$ cat src/pfru_pkg.sv
// ============================================================================
// pfru_pkg
// Shared types, codes and arithmetic helpers for the Poisson factor row
// update block.
// ============================================================================
package pfru_pkg;

    // Number of quotient bits the restoring divider produces
    localparam int DIV_STEPS = 48;

    // Input command codes
    typedef enum logic [2:0] {
        CMD_LOAD_FIXED = 3'd0,
        CMD_LOAD_ROW   = 3'd1,
        CMD_NONZERO    = 3'd2,
        CMD_PROCESS    = 3'd3,
        CMD_CLEAR_SUMS = 3'd4
    } cmd_t;

    // Configuration register indexes
    typedef enum logic [2:0] {
        REG_K_USED     = 3'd0,
        REG_GRAD_STEP  = 3'd1,
        REG_SCALE_DIV  = 3'd2,
        REG_L1_PENALTY = 3'd3,
        REG_PASSES     = 3'd4
    } reg_idx_t;

    // Datapath operations issued by the controller
    typedef enum logic [4:0] {
        OP_NONE,
        OP_LOAD_FIXED,
        OP_LOAD_ROW,
        OP_NZ_APPEND,
        OP_CLEAR_SUMS,
        OP_PROC_START,
        OP_CT_MUL,
        OP_CT_WR,
        OP_GRAD_CLR,
        OP_NZ_RD,
        OP_FM_RD,
        OP_DOT_MUL,
        OP_DOT_ACC,
        OP_DOT_SAT,
        OP_ZD,
        OP_DIV_LOAD,
        OP_DIV_STEP,
        OP_Q_SAT,
        OP_GR_MUL,
        OP_GR_ACC,
        OP_UP_MUL,
        OP_UP_SUM,
        OP_UP_SMUL,
        OP_UP_WR,
        OP_EMIT
    } op_t;

    // Controller states
    typedef enum logic [4:0] {
        S_IDLE,
        S_CT_MUL,
        S_CT_WR,
        S_PASS_INIT,
        S_NZ_RD,
        S_DOT_RD,
        S_DOT_MUL,
        S_DOT_ACC,
        S_DOT_SAT,
        S_DIV_CHK,
        S_DIV_STEP,
        S_Q_SAT,
        S_GR_RD,
        S_GR_MUL,
        S_GR_ACC,
        S_UP_MUL,
        S_UP_SUM,
        S_UP_SMUL,
        S_UP_WR,
        S_EMIT
    } state_t;

    // Command from controller to datapath
    typedef struct packed {
        op_t  op;
        logic last;
    } dp_cmd_t;

    // Status from datapath to controller
    typedef struct packed {
        logic d_zero;
        logic out_free;
    } dp_stat_t;

    // Saturated Q16.16 value with clip flag
    typedef struct packed {
        logic        ovf;
        logic [31:0] v;
    } sat_t;

    // Sign-extend a 32-bit value to the working width
    function automatic logic signed [65:0] sx32(input logic signed [31:0] v);
        return {{34{v[31]}}, v};
    endfunction

    // Round half up and drop 16 fraction bits
    function automatic logic signed [65:0] rnd16(input logic signed [65:0] p);
        return (p + 66'sd32768) >>> 16;
    endfunction

    // Clip to the signed 32-bit range
    function automatic sat_t sat32(input logic signed [65:0] x);
        sat_t r;
        if (x > 66'sd2147483647) begin
            r.ovf = 1'b1;
            r.v   = 32'h7FFF_FFFF;
        end
        else if (x < -66'sd2147483648) begin
            r.ovf = 1'b1;
            r.v   = 32'h8000_0000;
        end
        else begin
            r.ovf = 1'b0;
            r.v   = x[31:0];
        end
        return r;
    endfunction

endpackage

$ cat src/pfru_ctrl.sv
// ============================================================================
// pfru_ctrl
// Controller: decodes input items, walks constants, passes, nonzeros and
// components, steps the divider and paces result emission.
// ============================================================================
module pfru_ctrl #(
    parameter  int K_MAX   = 16,
    parameter  int ROWS    = 4096,
    parameter  int NNZ_MAX = 256,
    localparam int K_W     = (K_MAX > 1) ? $clog2(K_MAX) : 1,
    localparam int NZ_W    = (NNZ_MAX > 1) ? $clog2(NNZ_MAX) : 1
) (
    input  logic                clk,
    input  logic                rst_n,
    input  logic                s_tvalid,
    output logic                s_tready,
    input  logic [2:0]          command,
    input  logic [11:0]         fixed_row,
    input  logic [3:0]          component,
    input  logic [4:0]          k_used,
    input  logic [3:0]          passes,
    input  pfru_pkg::dp_stat_t  stat,
    output pfru_pkg::dp_cmd_t   dp_cmd,
    output logic [K_W-1:0]      comp_idx,
    output logic [NZ_W-1:0]     nz_addr
);

    localparam int KC_W   = $clog2(K_MAX + 1);
    localparam int NZC_W  = $clog2(NNZ_MAX + 1);
    localparam int STEP_W = $clog2(pfru_pkg::DIV_STEPS);

    pfru_pkg::state_t   state_reg, state_next;
    logic [KC_W-1:0]    j_reg, j_next;
    logic [NZC_W-1:0]   i_reg, i_next;
    logic [NZC_W-1:0]   cnt_reg, cnt_next;
    logic [3:0]         pass_reg, pass_next;
    logic [STEP_W-1:0]  step_reg, step_next;

    logic [KC_W-1:0]    k_eff;
    logic [3:0]         np;
    logic               j_last;
    logic               nz_more;
    logic               pass_more;
    logic               accept;
    logic               row_ok;
    logic               comp_ok;
    logic               nz_room;

    // Clamp the component count and the pass count
    always_comb
    begin
        if (k_used == 5'd0)
        begin
            k_eff = KC_W'(1);
        end
        else if (7'(k_used) > 7'(K_MAX))
        begin
            k_eff = KC_W'(K_MAX);
        end
        else
        begin
            k_eff = KC_W'(k_used);
        end
        np = (passes == 4'd0) ? 4'd1 : passes;
    end

    assign j_last    = (j_reg == k_eff - KC_W'(1));
    assign nz_more   = (NZC_W'(i_reg + NZC_W'(1)) < cnt_reg);
    assign pass_more = (({1'b0, pass_reg} + 5'd1) < {1'b0, np});
    assign accept    = s_tvalid && s_tready;
    assign row_ok    = ({5'd0, fixed_row} < 17'(ROWS));
    assign comp_ok   = ({3'd0, component} < 7'(K_MAX));
    assign nz_room   = (cnt_reg < NZC_W'(NNZ_MAX));

    assign comp_idx = j_reg[K_W-1:0];
    assign nz_addr  = (state_reg == pfru_pkg::S_IDLE) ? cnt_reg[NZ_W-1:0]
                                                      : i_reg[NZ_W-1:0];

    // Next state
    always_comb
    begin
        state_next = state_reg;
        unique case (state_reg)
            pfru_pkg::S_IDLE:
            begin
                if (accept && command == pfru_pkg::CMD_PROCESS)
                begin
                    state_next = pfru_pkg::S_CT_MUL;
                end
            end
            pfru_pkg::S_CT_MUL:   state_next = pfru_pkg::S_CT_WR;
            pfru_pkg::S_CT_WR:
                state_next = j_last ? pfru_pkg::S_PASS_INIT : pfru_pkg::S_CT_MUL;
            pfru_pkg::S_PASS_INIT:
                state_next = (cnt_reg == '0) ? pfru_pkg::S_UP_MUL : pfru_pkg::S_NZ_RD;
            pfru_pkg::S_NZ_RD:    state_next = pfru_pkg::S_DOT_RD;
            pfru_pkg::S_DOT_RD:   state_next = pfru_pkg::S_DOT_MUL;
            pfru_pkg::S_DOT_MUL:  state_next = pfru_pkg::S_DOT_ACC;
            pfru_pkg::S_DOT_ACC:
                state_next = j_last ? pfru_pkg::S_DOT_SAT : pfru_pkg::S_DOT_RD;
            pfru_pkg::S_DOT_SAT:  state_next = pfru_pkg::S_DIV_CHK;
            pfru_pkg::S_DIV_CHK:
            begin
                if (stat.d_zero)
                begin
                    state_next = nz_more ? pfru_pkg::S_NZ_RD : pfru_pkg::S_UP_MUL;
                end
                else
                begin
                    state_next = pfru_pkg::S_DIV_STEP;
                end
            end
            pfru_pkg::S_DIV_STEP:
            begin
                if (step_reg == STEP_W'(pfru_pkg::DIV_STEPS - 1))
                begin
                    state_next = pfru_pkg::S_Q_SAT;
                end
            end
            pfru_pkg::S_Q_SAT:    state_next = pfru_pkg::S_GR_RD;
            pfru_pkg::S_GR_RD:    state_next = pfru_pkg::S_GR_MUL;
            pfru_pkg::S_GR_MUL:   state_next = pfru_pkg::S_GR_ACC;
            pfru_pkg::S_GR_ACC:
            begin
                if (j_last)
                begin
                    state_next = nz_more ? pfru_pkg::S_NZ_RD : pfru_pkg::S_UP_MUL;
                end
                else
                begin
                    state_next = pfru_pkg::S_GR_RD;
                end
            end
            pfru_pkg::S_UP_MUL:   state_next = pfru_pkg::S_UP_SUM;
            pfru_pkg::S_UP_SUM:   state_next = pfru_pkg::S_UP_SMUL;
            pfru_pkg::S_UP_SMUL:  state_next = pfru_pkg::S_UP_WR;
            pfru_pkg::S_UP_WR:
            begin
                if (j_last)
                begin
                    state_next = pass_more ? pfru_pkg::S_PASS_INIT : pfru_pkg::S_EMIT;
                end
                else
                begin
                    state_next = pfru_pkg::S_UP_MUL;
                end
            end
            pfru_pkg::S_EMIT:
            begin
                if (stat.out_free && j_last)
                begin
                    state_next = pfru_pkg::S_IDLE;
                end
            end
            default:              state_next = pfru_pkg::S_IDLE;
        endcase
    end

    // Outputs and counter updates
    always_comb
    begin
        s_tready    = 1'b0;
        dp_cmd.op   = pfru_pkg::OP_NONE;
        dp_cmd.last = 1'b0;
        j_next      = j_reg;
        i_next      = i_reg;
        cnt_next    = cnt_reg;
        pass_next   = pass_reg;
        step_next   = step_reg;
        unique case (state_reg)
            pfru_pkg::S_IDLE:
            begin
                s_tready = 1'b1;
                if (accept)
                begin
                    case (command)
                        pfru_pkg::CMD_LOAD_FIXED:
                        begin
                            if (row_ok && comp_ok)
                            begin
                                dp_cmd.op = pfru_pkg::OP_LOAD_FIXED;
                            end
                        end
                        pfru_pkg::CMD_LOAD_ROW:
                        begin
                            if (comp_ok)
                            begin
                                dp_cmd.op = pfru_pkg::OP_LOAD_ROW;
                            end
                        end
                        pfru_pkg::CMD_NONZERO:
                        begin
                            if (row_ok && nz_room)
                            begin
                                dp_cmd.op = pfru_pkg::OP_NZ_APPEND;
                                cnt_next  = cnt_reg + NZC_W'(1);
                            end
                        end
                        pfru_pkg::CMD_PROCESS:
                        begin
                            dp_cmd.op = pfru_pkg::OP_PROC_START;
                            j_next    = '0;
                        end
                        pfru_pkg::CMD_CLEAR_SUMS:
                        begin
                            dp_cmd.op = pfru_pkg::OP_CLEAR_SUMS;
                        end
                        default:
                        begin
                            dp_cmd.op = pfru_pkg::OP_NONE;
                        end
                    endcase
                end
            end
            pfru_pkg::S_CT_MUL:
            begin
                dp_cmd.op = pfru_pkg::OP_CT_MUL;
            end
            pfru_pkg::S_CT_WR:
            begin
                dp_cmd.op = pfru_pkg::OP_CT_WR;
                if (j_last)
                begin
                    j_next    = '0;
                    pass_next = '0;
                end
                else
                begin
                    j_next = j_reg + KC_W'(1);
                end
            end
            pfru_pkg::S_PASS_INIT:
            begin
                dp_cmd.op = pfru_pkg::OP_GRAD_CLR;
                i_next    = '0;
                j_next    = '0;
            end
            pfru_pkg::S_NZ_RD:
            begin
                dp_cmd.op = pfru_pkg::OP_NZ_RD;
                j_next    = '0;
            end
            pfru_pkg::S_DOT_RD:
            begin
                dp_cmd.op = pfru_pkg::OP_FM_RD;
            end
            pfru_pkg::S_DOT_MUL:
            begin
                dp_cmd.op = pfru_pkg::OP_DOT_MUL;
            end
            pfru_pkg::S_DOT_ACC:
            begin
                dp_cmd.op = pfru_pkg::OP_DOT_ACC;
                if (!j_last)
                begin
                    j_next = j_reg + KC_W'(1);
                end
            end
            pfru_pkg::S_DOT_SAT:
            begin
                dp_cmd.op = pfru_pkg::OP_DOT_SAT;
            end
            pfru_pkg::S_DIV_CHK:
            begin
                j_next = '0;
                if (stat.d_zero)
                begin
                    // Skip this nonzero's term
                    dp_cmd.op = pfru_pkg::OP_ZD;
                    if (nz_more)
                    begin
                        i_next = i_reg + NZC_W'(1);
                    end
                end
                else
                begin
                    dp_cmd.op = pfru_pkg::OP_DIV_LOAD;
                    step_next = '0;
                end
            end
            pfru_pkg::S_DIV_STEP:
            begin
                dp_cmd.op = pfru_pkg::OP_DIV_STEP;
                step_next = step_reg + STEP_W'(1);
            end
            pfru_pkg::S_Q_SAT:
            begin
                dp_cmd.op = pfru_pkg::OP_Q_SAT;
                j_next    = '0;
            end
            pfru_pkg::S_GR_RD:
            begin
                dp_cmd.op = pfru_pkg::OP_FM_RD;
            end
            pfru_pkg::S_GR_MUL:
            begin
                dp_cmd.op = pfru_pkg::OP_GR_MUL;
            end
            pfru_pkg::S_GR_ACC:
            begin
                dp_cmd.op = pfru_pkg::OP_GR_ACC;
                if (j_last)
                begin
                    j_next = '0;
                    if (nz_more)
                    begin
                        i_next = i_reg + NZC_W'(1);
                    end
                end
                else
                begin
                    j_next = j_reg + KC_W'(1);
                end
            end
            pfru_pkg::S_UP_MUL:
            begin
                dp_cmd.op = pfru_pkg::OP_UP_MUL;
            end
            pfru_pkg::S_UP_SUM:
            begin
                dp_cmd.op = pfru_pkg::OP_UP_SUM;
            end
            pfru_pkg::S_UP_SMUL:
            begin
                dp_cmd.op = pfru_pkg::OP_UP_SMUL;
            end
            pfru_pkg::S_UP_WR:
            begin
                dp_cmd.op = pfru_pkg::OP_UP_WR;
                if (j_last)
                begin
                    j_next = '0;
                    if (pass_more)
                    begin
                        pass_next = pass_reg + 4'd1;
                    end
                end
                else
                begin
                    j_next = j_reg + KC_W'(1);
                end
            end
            pfru_pkg::S_EMIT:
            begin
                if (stat.out_free)
                begin
                    dp_cmd.op   = pfru_pkg::OP_EMIT;
                    dp_cmd.last = j_last;
                    if (j_last)
                    begin
                        // Row done: empty the nonzero list
                        j_next   = '0;
                        cnt_next = '0;
                    end
                    else
                    begin
                        j_next = j_reg + KC_W'(1);
                    end
                end
            end
            default:
            begin
                dp_cmd.op = pfru_pkg::OP_NONE;
            end
        endcase
    end

    // Control registers
    always_ff @(posedge clk or negedge rst_n)
    begin
        if (!rst_n)
        begin
            state_reg <= pfru_pkg::S_IDLE;
            j_reg     <= '0;
            i_reg     <= '0;
            cnt_reg   <= '0;
            pass_reg  <= '0;
            step_reg  <= '0;
        end
        else
        begin
            state_reg <= state_next;
            j_reg     <= j_next;
            i_reg     <= i_next;
            cnt_reg   <= cnt_next;
            pass_reg  <= pass_next;
            step_reg  <= step_next;
        end
    end

endmodule

$ cat config.mk
export PLATFORM = sky130hd
export DESIGN_NAME = pfru_ctrl
export DESIGN_NICKNAME = d
export VERILOG_FILES = /design/src/pfru_pkg.sv /design/src/pfru_ctrl.sv
export SDC_FILE = /design/constraint.sdc
export NUM_CORES = 1
export LEC_CHECK = 0
export BUFFER_PORTS_ARGS = -buffer_cell sky130_fd_sc_hd__buf_2
export CAP_MARGIN = 40
export CORE_MARGIN = 3
export CORE_UTILIZATION = 45
export CTS_CLUSTER_SIZE = 25
export DETAILED_ROUTE_END_ITERATION = 10
export PLACE_DENSITY = 0.69
export SLEW_MARGIN = 20
export SYNTH_ARGS = -nofsm -noshare
export SYNTH_HDL_FRONTEND = slang
export SYNTH_SLANG_ARGS = --single-unit
$ cat constraint.sdc
create_clock -name clk -period 2.6 [get_ports clk]
set_clock_uncertainty 0.1 [all_clocks]
set_input_delay 0.26 -clock clk [delete_from_list [all_inputs] [get_ports clk]]
set_output_delay 0.26 -clock clk [all_outputs]
set_load 0.05 [all_outputs]
==> run metrics, run 1 <==
fin util 58.66%; cell area power density 866.7 nW/um^2; Hold Crit Start stat[0]; row count 30; number of synthesized register bits 38; FF-to-FF Start i_reg[3]$_DFFE_PN0P_; first-pass GRT wire length 14.65 mm; Synth-to-Final Area Change 25.36%; DRC viols 0; clk slew on worst S/H paths 0.08 ns; failing checks negative setup slack; switch share 52.97%; status complete, but fails checks; commonest cells after routing, fill and taps aside nand2_1 (43), buf_4 (41), dfrtp_1 (37); Ys Warns 0; Iter 0 DRT Violations around 190; Synth cell types 56; antenna violations before repair 0; CTS H-tree lvls 2; share of layout cells above drive strength 1 26.11%; kind of critical path register to register; power share of the clock group 11.8%; Startpoint Class register; Slew @ Worst Pin about 0.54 ns; CP Max Fanout 7; DR vias/cell 5.661; register share of total power 24.2%; CP Data Arrival Time 2.79 ns; r2r setup slk -0.11 ns; Net Sw Power between 1.5 and 2 mW; CP Capture Type register; largest net degree at the start of global routing 25; DP HPWL 6.563 mm; Starting Density between 40% and 50%; Final nets 521; R2R cell count 11; Die H 90.29 um; Synth async-reset ratio 100.0%; antenna diode count 0; RePlAce Congestion 0.8397; core area between 6000 and 7000 um^2; Hold WC Path Type input pin to register; syn_nets between 400 and 500; overall global routing resource usage a little over a fifth; Int Pwr between 1.5 and 2 mW; CTS sink cnt 38; CTS buffer count 5; reg2reg end i_reg[4]$_DFFE_PN0P_; Place WS -0.1389 ns; RSZ-0062 raised after global routing true; final setup margin -0.1105 ns; required time of the critical path roughly 2.7 ns; Die Width between 90 and 100 um; Mean Syn Cell Area between 7 and 8 um^2; final global-route overflow total 0; leakage power 1.874 nW; clock buffer depth 2; register area share after synthesis 29.75%; commonest non-fill, non-tap cell in the layout nand2_1; Syn Std Cell Area 3197 um^2; max-slew violations 0; Final setup viols 11; Period minus WS final approximately 2.7 ns; Most used DFF post-synth dfrtp_1; IO Port Bufs 35; vias in the first global route just over 3000; drt total wl between 8 and 9 mm; Root Buffer clkbuf_8; Fill cells 655; Logic pwr share 64.0%; Antenna Nets Post-Route 0; CTS tree done; later-pin clock latency in the skew report 0.29 ns; Worst IR Drop VDD ~0.00035 V; Final Hold Fails 0; Worst Hold End state_reg[1]$_DFFE_PN0P_; Final Cycle Share 104.2%; Die ar. ~8000 um^2; drt wl/cell 15.63 um; max frequency 368.9 MHz; vias 3210; Slew headroom between 60% and 70%; DR pass1 iterations 5; synthesized instance count 405; Post-synth EDFFs 0; hold depth 3; Max Cap Violations 0; io pins 52
-- timing repair --
item,CTS,global route
pin swaps,11,16
hold buffers,1,0
setup buffers,3,3
endpoints found under the hold margin,14,0
setup endpoints to repair,12,19
gates resized for setup,11,16
-- cell type report --
| class | instances | area (um^2) | area share, % |
|---|---|---|---|
| Sequential cell | 38 | 952.2 | 23.76 |
| Tap cell | 96 | 120.1 | 2.997 |
| Clock inverter | 2 | 13.76 | 0.3434 |
| Multi-Input combinational cell | 321 | 2218 | 55.35 |
| Inverter | 25 | 93.84 | 2.342 |
| Timing Repair Buffer | 79 | 536.8 | 13.39 |
| Clock buffer | 6 | 72.57 | 1.811 |
-- synthesized netlist by cell type, types with 4 or more instances --
master | number | share of area, %
o31ai_1 | 4 | 0.94
nand4_1 | 7 | 1.4
xor2_1 | 6 | 1.6
mux2i_1 | 7 | 2.2
nand2_1 | 43 | 5.0
a21oi_1 | 23 | 3.6
or2_2 | 4 | 0.78
a21o_1 | 4 | 0.94
a32o_1 | 4 | 1.3
buf_4 | 4 | 0.94
o211ai_1 | 6 | 1.4
xnor2_1 | 14 | 3.8
clkbuf_1 | 15 | 1.8
a211oi_1 | 4 | 0.94
nor3_1 | 10 | 1.6
dfrtp_1 | 38 | 30
nor2b_1 | 6 | 1.2
nand2b_1 | 11 | 2.2
and3_1 | 12 | 2.3
o21ai_0 | 36 | 5.6
nor3b_1 | 5 | 1.2
and2_1 | 4 | 0.78
nor2_1 | 26 | 3.1
ha_1 | 18 | 7.0
a31oi_1 | 5 | 0.98
nand3_1 | 21 | 3.3
inv_1 | 24 | 2.8
-- power by group through the flow --
stage,Sequential (mW),Clock [mW],Combinational (mW)
after detailed placement,0.845,0,2.14
after global routing,0.864,0.452,2.43
final,0.842,0.410,2.22
after floorplan,0.825,0,1.59
after CTS,0.835,0.429,2.17
after global placement,0.839,0,2.09
-- critical path: stages (launching register included) --
cell,delay (ns)
dfrtp_1,0.37
and3_4,0.19
and3_4,0.20
nand3_2,0.09
xnor2_2,0.17
ha_1,0.33
nand4_1,0.16
or2_4,0.28
o31ai_4,0.10
nor2_4,0.12
o21ai_4,0.15
mux2_4,0.34
-- layer usage --
| layer | GRT usage, % | vias up | wire (um) |
|---|---|---|---|
| li1 | - | 1584 | - |
| met1 | 30.62 | 1540 | 4209 |
| met2 | 33.85 | 76 | 4214 |
| met3 | 2.833 | 10 | 333 |
| met4 | 5.230 | 0 | 106 |
| met5 | 0 | - | 0 |
-- stage by stage --
| stage | instances | setup TNS, ns | power (mW) | area [um^2] | hold slack [ns] |
|---|---|---|---|---|---|
| 3_3_place_gp | 551 | -0.4427 | 2.928 | 3719 | 0.3266 |
| 5_1_grt | 567 | -1.867 | 3.746 | 4008 | 0.2629 |
| 2_1_floorplan | 405 | -2.323 | 2.418 | 3257 | -0.1356 |
| 3_5_place_dp | 552 | -1.408 | 2.987 | 3739 | 0.1068 |
| 6_report | 567 | -0.5594 | 3.473 | 4008 | 0.2491 |
| 4_1_cts | 564 | -0.2982 | 3.438 | 3901 | 0.2213 |
-- cell families (layout without fill, tap and decap cells) --
logic type | after synthesis | after routing | synth area share (%)
fa+ha+maj | 18 | 18 | 7.045
flops | 38 | 38 | 29.75
mux | 10 | 10 | 3.249
simple gates | 164 | 164 | 26.46
xor+xnor | 20 | 20 | 5.480
buf+inv | 46 | 112 | 6.145
compound gates | 109 | 109 | 21.88
-- how the worst max path moves through the flow --
stage	from	endpoint	slack [ns]	depth (start not counted)
after global routing	i_reg[4]$_DFFE_PN0P_	i_reg[0]$_DFFE_PN0P_	-0.22	12
after detailed placement	i_reg[4]$_DFFE_PN0P_	state_reg[1]$_DFFE_PN0P_	-0.14	11
final	i_reg[3]$_DFFE_PN0P_	i_reg[4]$_DFFE_PN0P_	-0.11	11
after floorplan	state_reg[2]$_DFFE_PN0P_	nz_addr[0]	-0.29	6
after global placement	k_used[1]	j_reg[0]$_DFFE_PN0P_	-0.06	10
after CTS	i_reg[0]$_DFFE_PN0P_	i_reg[4]$_DFFE_PN0P_	-0.07	11
Power figures use the tool's default switching activity.
==> inputs of run 2 (changes only) <==
--- a/config.mk
+++ b/config.mk
@@ -11,7 +11,7 @@
 export CORE_UTILIZATION = 45
 export CTS_CLUSTER_SIZE = 25
 export DETAILED_ROUTE_END_ITERATION = 10
-export PLACE_DENSITY = 0.69
+export PLACE_DENSITY = 0.67
 export SLEW_MARGIN = 20
 export SYNTH_ARGS = -nofsm -noshare
 export SYNTH_HDL_FRONTEND = slang
==> constraint.sdc (replaced) <==
create_clock -name clk -period 3.5 [get_ports clk]
set_clock_uncertainty 0.1 [all_clocks]
set_input_delay 0.35 -clock clk [delete_from_list [all_inputs] [get_ports clk]]
set_output_delay 0.35 -clock clk [all_outputs]
set_load 0.05 [all_outputs]
==> run metrics, run 2 (synthesis results as in run 1) <==
status complete, no violations; Post-CTS Setup Bufs 0 (-3); CTS sink cnt 38 (unchanged); overall global routing resource usage 19.45% (-1.8 points); Final Cycle Share 88.14% (-16 points); leakage power 1.670 nW (-11%); later-pin clock latency in the skew report 0.30 ns (about the same); CTS H-tree lvls 2 (unchanged); max-slew violations 0 (unchanged); max frequency 324.2 MHz (-12%); fin util 52.38% (-6.3 points); clock buffer depth 2 (unchanged); CTS tree done; kind of critical path register to register; Root Buffer clkbuf_8; Antenna Nets Post-Route 0 (unchanged); final global-route overflow total 0 (unchanged); CP Capture Type register; RSZ-0062 raised after global routing false; vias 2998 (-6.6%); Iter 0 DRT Violations 277 (+48%); Final nets 487 (-6.5%); vias in the first global route 2844 (-6.2%); DRC viols 0 (unchanged); Final Hold Fails 0 (unchanged); required time of the critical path 3.59 ns (+0.91 ns); largest net degree at the start of global routing 24 (-4.0%); Die Width 90.29 um (unchanged); clk slew on worst S/H paths 0.08 ns (about the same); share of layout cells above drive strength 1 15.10% (-11 points); Final setup viols 0 (-11); Max Cap Violations 0 (unchanged); io pins 52 (unchanged); Startpoint Class register; core area 6832 um^2 (unchanged); CTS buffer count 5 (unchanged); placed cells 524 (-5.1%); DR vias/cell 5.625 (-0.65%); drt total wl 7.745 mm (-13%); Starting Density 46.79% (unchanged); DP HPWL 5.939 mm (-9.5%); row count 30 (unchanged); CP Data Arrival Time 3.17 ns (+0.38 ns); first-pass GRT wire length 13.25 mm (-9.5%); commonest non-fill, non-tap cell in the layout nand2_1; RePlAce Congestion 0.8948 (+6.6%); antenna violations before repair 0 (unchanged); Place WS 0.3693 ns (+0.5082 ns); Synth-to-Final Area Change 11.94%; Slew headroom 52.98% (-11 points); Final Non-Filler Cells 533 (-6.0%); final setup margin 0.4151 ns (+0.5256 ns); cell area power density 678.8 nW/um^2 (-22%); Slew @ Worst Pin 0.6999 ns (+0.1610 ns); Die H 90.29 um (unchanged); commonest cells after routing, fill and taps aside nand2_1 (43), dfrtp_1 (38), o21ai_0 (36); Period minus WS final 3.085 ns (+0.3744 ns); setup TNS 0 ns (+0.5594 ns); IO Port Bufs 35 (unchanged); Post-CTS Hold Buffers 1 (unchanged); CP Max Fanout 8 (+1); post-CTS resize count 0 (-11); Hold WC Path Type input pin to register; total power 2.429 mW (-30%); Die ar. 8151 um^2 (unchanged); drt wl/cell 14.53 um (-7.1%); DR pass1 iterations 5 (unchanged); antenna diode count 0 (unchanged); Worst IR Drop VDD 0.0003682 V (+5.8%)
run 2: cell count changes in the layout (fill, tap and decap cells not counted), sizes merged:
cell / delta
clkinv: -1
buf: -34
clkbuf: +1
run 2: worst max-delay path, stage by stage, from the launching register on:
cell     delay (ns)
dfrtp_1        0.46
ha_1           0.24
and3_1         0.25
nand3_1        0.11
xnor2_1        0.16
ha_1           0.32
nand4_1        0.11
o31ai_1        0.49
nor2_1         0.13
o21ai_2        0.21
mux2_2         0.38
run 2: power breakdown:
| part | total (mW) | leakage [nW] | internal (mW) | switching (mW) |
|---|---|---|---|---|
| combinational | 1.48 | 1.16 | 0.455 | 1.03 |
| sequential | 0.630 | 0.458 | 0.534 | 0.0959 |
| clock | 0.315 | 0.0482 | 0.159 | 0.156 |
| total | 2.43 | 1.67 | 1.15 | 1.28 |
run 2: per-layer routing:
layer	track usage, %	vias to the layer above	wire length (um)
met5	0	-	0
met4	4.592	0	65
met3	2.583	8	333
met2	31.80	64	3632
met1	27.38	1402	3714
li1	-	1524	-
run 2: path summary, 6_finish.rpt:
| kind | from | slack, ns | cells after the start | to |
|---|---|---|---|---|
| min in group asynchronous | rst_n | 0.46 | 2 | pass_reg[3]$_DFFE_PN0P_ |
| setup reg to reg | i_reg[0]$_DFFE_PN0P_ | 0.42 | 10 | i_reg[4]$_DFFE_PN0P_ |
| max in group asynchronous | rst_n | 2.36 | 3 | i_reg[0]$_DFFE_PN0P_ |
| setup / recovery | i_reg[0]$_DFFE_PN0P_ | 0.42 | 10 | i_reg[4]$_DFFE_PN0P_ |
| hold reg to reg | step_reg[5]$_DFFE_PN0P_ | 0.41 | 1 | step_reg[5]$_DFFE_PN0P_ |
| hold / removal | stat[0] | 0.32 | 3 | state_reg[1]$_DFFE_PN0P_ |
run 2: layout make-up:
cell class | instances | area [um^2]
inverters | 25 | 93.84
clock buffers | 7 | 86.33
fillers | 673 | 3253
flip-flops and latches | 38 | 950.9
well taps | 96 | 120.1
repair buffers | 45 | 272.8
multi-input cells | 321 | 2049
clock inverters | 1 | 5.005
run 2: metrics by stage:
step           cell area, um^2  hold slack, ns
3_5_place_dp              3477          0.2496
6_report                  3578          0.3175
2_1_floorplan             3197        -0.04559
5_1_grt                   3578          0.3496
4_1_cts                   3578          0.3107
3_3_place_gp              3450          0.3861
